## src/vector_normalize_top_assert.svh

```systemverilog
// assertion macros shared by the vector normalize rtl
`ifndef VECTOR_NORMALIZE_TOP_ASSERT_SVH
`define VECTOR_NORMALIZE_TOP_ASSERT_SVH

// condition on one cycle implies a condition on the same cycle
`define VN_ASSERT_IMPL(lbl, ante, cons, msg) \
  lbl: assert property (@(posedge clk) disable iff (!rst_n) (ante) |-> (cons)) \
    else $error(msg);

// condition on one cycle implies a condition on the next cycle
`define VN_ASSERT_NEXT(lbl, ante, cons, msg) \
  lbl: assert property (@(posedge clk) disable iff (!rst_n) (ante) |=> (cons)) \
    else $error(msg);

`endif

```

## src/vn_pkg.sv

```systemverilog
`default_nettype none
package vn_pkg;

  localparam int LANES        = 4;
  localparam int MAX_DIM      = 4;
  localparam int CAP          = (MAX_DIM < LANES) ? MAX_DIM : LANES;
  localparam int OUT_FRAC     = 30;
  localparam int FRAC_STEPS   = OUT_FRAC - 1;
  localparam int DIV_STAGES   = 2 + FRAC_STEPS + 1;
  localparam int SQRT_STAGES  = 32;
  localparam int FRONT_STAGES = 10;
  localparam int TOTAL_STAGES = FRONT_STAGES + SQRT_STAGES + 1 + DIV_STAGES;
  localparam logic [32:0] UNIT_MAX = 33'(1) << OUT_FRAC;

  typedef enum logic [1:0] {
    ST_OK       = 2'd0,
    ST_NO_DIM   = 2'd1,
    ST_ZERO_LEN = 2'd2
  } status_t;

  typedef struct packed {
    logic [2:0]         dim_count;
    logic signed [31:0] elem_a;
    logic signed [31:0] elem_b;
    logic signed [31:0] elem_c;
    logic signed [31:0] elem_d;
  } in_item_t;

  typedef struct packed {
    status_t            status;
    logic signed [31:0] unit_a;
    logic signed [31:0] unit_b;
    logic signed [31:0] unit_c;
    logic signed [31:0] unit_d;
  } out_item_t;

  typedef struct packed {
    logic [LANES-1:0][31:0] mag;
    logic [LANES-1:0]       neg;
    logic [LANES-1:0]       used;
    status_t                st;
    logic                   big;
    logic [4:0]             sh;
  } side_t;

endpackage
`default_nettype wire

```

## src/vn_lane_div.sv

```systemverilog
`default_nettype none
module vn_lane_div import vn_pkg::*; (
  input  wire logic               clk,
  input  wire logic               adv,
  input  wire logic        [33:0] num,
  input  wire logic        [31:0] den,
  input  wire logic               en,
  input  wire logic               neg,
  output logic signed      [31:0] unit
);

  localparam int STEPS = DIV_STAGES - 1;

  logic [33:0] r_r   [STEPS];
  logic [31:0] q_r   [STEPS];
  logic [31:0] den_r [STEPS];
  logic        en_r  [STEPS];
  logic        neg_r [STEPS];
  logic [31:0] unit_r;

  // two integer quotient steps, then one fraction bit per stage
  for (genvar j = 0; j < STEPS; j++) begin : g_st
    logic [33:0] rem_in, cmpv;
    logic [31:0] q_in, dv;
    logic        e_in, n_in, ge;
    if (j == 0) begin : g_first
      assign rem_in = num;
      assign q_in   = '0;
      assign dv     = den;
      assign e_in   = en;
      assign n_in   = neg;
      assign cmpv   = {1'b0, den, 1'b0};
    end else begin : g_rest
      assign q_in   = q_r[j-1];
      assign dv     = den_r[j-1];
      assign e_in   = en_r[j-1];
      assign n_in   = neg_r[j-1];
      assign cmpv   = {2'b00, den_r[j-1]};
      if (j == 1) begin : g_int
        assign rem_in = r_r[j-1];
      end else begin : g_frac
        assign rem_in = {r_r[j-1][32:0], 1'b0};
      end
    end
    assign ge = rem_in >= cmpv;
    always_ff @(posedge clk) begin
      if (adv) begin
        r_r[j]   <= ge ? (rem_in - cmpv) : rem_in;
        den_r[j] <= dv;
        en_r[j]  <= e_in;
        neg_r[j] <= n_in;
        if (j == 0) begin
          q_r[j] <= {30'b0, ge, 1'b0};
        end else if (j == 1) begin
          q_r[j] <= {q_in[31:1], ge};
        end else begin
          q_r[j] <= {q_in[30:0], ge};
        end
      end
    end
  end

  logic        rnd;
  logic [32:0] qr, sat;

  always_comb begin
    rnd = {r_r[STEPS-1], 1'b0} >= {3'b000, den_r[STEPS-1]};
    qr  = {1'b0, q_r[STEPS-1]} + {32'b0, rnd};
    sat = (qr > UNIT_MAX) ? UNIT_MAX : qr;
  end

  always_ff @(posedge clk) begin
    if (adv) begin
      if (!en_r[STEPS-1]) begin
        unit_r <= '0;
      end else if (neg_r[STEPS-1]) begin
        unit_r <= 32'(-sat);
      end else begin
        unit_r <= sat[31:0];
      end
    end
  end

  assign unit = unit_r;

endmodule
`default_nettype wire

```

## config.mk

```make
export PLATFORM = sky130hd
export DESIGN_NAME = vn_lane_div
export DESIGN_NICKNAME = d
export VERILOG_FILES = /design/src/vector_normalize_top_assert.svh /design/src/vn_pkg.sv /design/src/vn_lane_div.sv
export SDC_FILE = /design/constraint.sdc
export NUM_CORES = 2
export LEC_CHECK = 0
export BUFFER_PORTS_ARGS = -buffer_cell sky130_fd_sc_hd__buf_2
export CORE_UTILIZATION = 40
export DETAILED_ROUTE_END_ITERATION = 12
export HOLD_SLACK_MARGIN = 0.1
export SYNTH_ARGS = -nofsm -noshare
export SYNTH_HDL_FRONTEND = slang
export SYNTH_SLANG_ARGS = --single-unit
```

## constraint.sdc

```tcl
create_clock -name clk -period 8.2 [get_ports clk]
set_input_delay 0.82 -clock clk [delete_from_list [all_inputs] [get_ports clk]]
set_output_delay 0.82 -clock clk [all_outputs]
set_load 0.02 [all_outputs]
```

==> impl_metrics.py <==
metrics = {
    "placed_design": {
        "routabilityCongestion": 0.9045,
        "place.port_buffers": 101,
        "post-dp-hpwl_um": 235800,
    },
    "sta": {
        "relSlewSlack_pct": 7.483,
        "rsz0062_at_grt": "false",
        "hold_viol": 0,
        "setup_tns_ns": 0,
        "finalSetupViolCount": 0,
        "whs_ns": 0.2532,
        "period_share_pct": 79.54,
        "worstMarginPinSlew_ns": 1.353,
        "fmax_mhz": 153.3,
        "slew_violations": 0,
        "period_needed_ns": 6.523,
        "fin_skew_ns": 0.04178,
    },
    "die": {
        "initial_core_util_pct": 40.26,
        "die_area_mm2": 0.3612,
        "core_area_mm2": 0.3565,
        "num_rows": 219,
        "num_io_pins": 102,
        "die_x_um": 601.0,
        "die_y_um": 601.0,
    },
    "clocking": {
        "cts_tree": "built",
        "clk_latency_ns": 0.88,
        "cts_sinks": 2607,
        "htree_levels": 5,
        "path_clk_slew_ns": 0.06,
        "numCtsBuffers": 291,
        "cts-root-buf": "clkbuf_16",
        "clockBufferDepth": 4,
    },
    "yosys": {
        "netlist_area_mm2": 0.1435,
        "muxShareOfSynthArea_pct": 2.432,
        "synth_area_leader_cell": "edfxtp_1",
        "synth_xor_area_share_pct": 5.236,
        "synth_top_area_share_pct": 54.55,
        "synth-seq-area-share_pct": 54.55,
        "synth_top_family_by_area": "compound AO/OA/AOI/OAI gates",
        "synth_compound_area_share_pct": 14.86,
        "synthAdderAreaFrac_pct": 9.386,
        "yosysWarnings": 0,
        "yosys-top-cells-area": "edfxtp_1 55%, ha_1 9.0%, a21oi_1 4.2%",
        "synth-simple-area-share_pct": 9.516,
        "avgSynthCellArea_um2": 11.36,
        "ys_types": 98,
        "synthArstFlopShare_pct": 0,
        "synth_fp_nets": 13760,
        "ys.flop_type": "edfxtp_1",
        "synth_edf_count": 2607,
        "ys_top_cells_by_count": "2607 x edfxtp_1, 1283 x inv_1, 1194 x a21oi_1",
        "synth_most_common_cell": "edfxtp_1",
        "ys_ff_latch": 2607,
        "syn-instance-count": 12632,
    },
    "drt": {
        "drt_first_pass_iters": 8,
        "ant_nets": 0,
        "viasPerCell": 5.234,
        "drc": 0,
        "drt-total-wl_um": 317100,
        "drtIter0Drc": 6831,
        "routedWlPerCell_um": 17.74,
        "via_count": 93558,
    },
    "critical_path": {
        "arrival_ns": 7.11,
        "cp-endpoint": "unit[20]",
        "timing.rr.end": "unit[20]",
        "rrSetupSlack_ns": 1.68,
        "r2r_cells": 27,
        "start_kind": "register",
        "critPathMaxFanout": 8,
        "crit_path_end_kind": "register",
        "setup.worst_path.start": "r_r[1][476]",
        "r2r_start": "r_r[1][476]",
        "critPathKind": "reg2reg",
        "required_ns": 8.79,
    },
    "power": {
        "p_sw_share_pct": 36.68,
        "power.internal_uw": 39670,
        "clockPowerShare_pct": 20.8,
        "combPwrFrac_pct": 44.1,
        "power.share.sequential_pct": 35.1,
        "ir_drop_v": 0.0001925,
        "power.density_mw_per_mm2": 392.3,
        "switching_power_uw": 22980,
        "power_uw": 62650,
        "leakagePower_uw": 0.06356,
    },
    "global_routing": {
        "grt_pass1_vias": 90446,
        "overflow": 0,
        "grt_max_degree": 173,
        "grt_usage_pct": 17.19,
        "antenna_found_initial": 3,
        "grt_pass1_wl_um": 501600,
    },
    "hold_path": {
        "hold_depth": 3,
        "min_path_type": "in2reg",
    },
    "finish": {
        "seqCellArea_mm2": 0.07829,
        "nets": 14022,
        "fillers": 32836,
        "syn2layout_area_growth_pct": 11.29,
        "drive_above_1_share_pct": 7.767,
        "multi_input_area_mm2": 0.05968,
    },
    "run_status": {
        "status": "finished clean",
    },
    "flow_run": {
        "drv_cap": 0,
    },
}
==> flip-flops by register name, summed over array words and instances, names as in the netlist <==
signal / count
r_r: 1025
den_r: 992
q_r: 496
unit: 32
en_r: 31
neg_r: 31
==> metal layers <==
layer,routed length (µm),track usage (%),up-vias
met2,152600,29.49,1692
li1,-,-,47009
met4,9420,5.195,2
met3,11500,1.835,511
met5,19,0,-
met1,143600,22.86,44344
==> what timing repair did <==
item                                   CTS  global route
gates resized for setup                  0             0
setup buffers                            0             0
endpoints found under the hold margin   35             0
hold buffers                            35             0
==> worst max-delay path, cell delays in order, from the launching register on <==
cell and delay [ns]:
edfxtp_1 0.38, ha_1 0.29, nor2b_1 0.12, o21a_1 0.16, o21a_1 0.17, o21a_1 0.16
o21a_1 0.16, o21a_1 0.17, o21a_1 0.16, o21ai_0 0.17, a21oi_1 0.15, or3_1 0.42
ha_1 0.25, ha_1 0.28, nand4_4 0.13, or4_1 0.27, mux2i_1 0.28, a21oi_1 0.12
nor4_2 0.38, and4b_1 0.30, a41o_1 0.28, nand2_1 0.10, ha_1 0.30, o22ai_1 0.43
a31oi_1 0.13, and3_1 0.20, o21ai_0 0.14, a21boi_0 0.10
==> power by group through the flow <==
stage / Clock (µW) / Combinational (µW) / Sequential [µW]
after floorplan: 0 / 21400 / 21200
after global placement: 0 / 27300 / 22300
after detailed placement: 0 / 27400 / 22300
after CTS: 13400 / 27600 / 22000
after global routing: 13900 / 31000 / 22300
final: 13000 / 27600 / 22000
==> worst min path at each step <==
stage	slack, ns	startpoint	end
after floorplan	0.40	en_r[0][9]	en_r[0][10]
after global placement	0.40	q_r[1][397]	q_r[1][430]
after detailed placement	0.40	en_r[0][1]	en_r[0][2]
after CTS	0.17	num[13]	r_r[0][13]
after global routing	0.22	num[9]	r_r[0][9]
final	0.25	num[9]	r_r[0][9]
==> area by class of cell <==
class	count	share of cell area, %
diodes	5	0.007834
clock buffers	340	4.768
clock inverters	178	1.140
inverters	1287	3.025
multi-input cells	8507	37.37
flip-flops and latches	2607	49.02
well taps	4751	3.722
repair buffers	200	0.9557
==> per-stage QoR <==
stage,setup WS (ns),instances,cell area (µm²),utilization [%]
floorplan,2.432,12632,143500,-
global placement,1.602,17317,149900,42.05
detailed placement,1.660,17317,149900,42.05
CTS,1.552,17870,159700,44.80
global route,1.090,17872,159700,44.80
finish,1.677,17875,159700,44.80
==> placed cells by master (no fill, tap or decap), types with 32 or more instances in the layout <==
master,instances
a2111oi_0,42
a211oi_1,83
a21o_1,432
a21oi_1,1194
a31oi_1,89
and2_1,69
and3_1,92
and4_1,39
buf_2,100
buf_4,50
bufinv_16,32
clkbuf_1,42
clkbuf_16,298
clkinv_1,58
clkinv_2,48
dlygate4sd3_1,35
edfxtp_1,2607
ha_1,1027
inv_1,1283
mux2_2,293
nand2_1,723
nand2b_1,200
nand3_1,190
nand4_1,132
nor2_1,867
nor2b_1,152
nor3_1,155
o211ai_1,74
o21a_1,154
o21ai_0,760
o21bai_1,127
o31a_1,48
o31ai_1,83
or2_2,42
or3_1,61
xnor2_1,555
xor2_1,303
==> cells by family (layout without fill, tap and decap cells) <==
| logic type | after synthesis | count (layout) |
|---|---|---|
| AO/OA/AOI/OAI | 3435 | 3435 |
| AND/OR/NAND/NOR | 2844 | 2844 |
| flip-flops | 2607 | 2607 |
| buffers and inverters | 1518 | 2005 |
| adder cells (fa/ha/maj) | 1058 | 1058 |
| XOR/XNOR | 858 | 858 |
| multiplexers | 312 | 312 |
| other | 0 | 5 |
(Power assumes the default switching activity.)
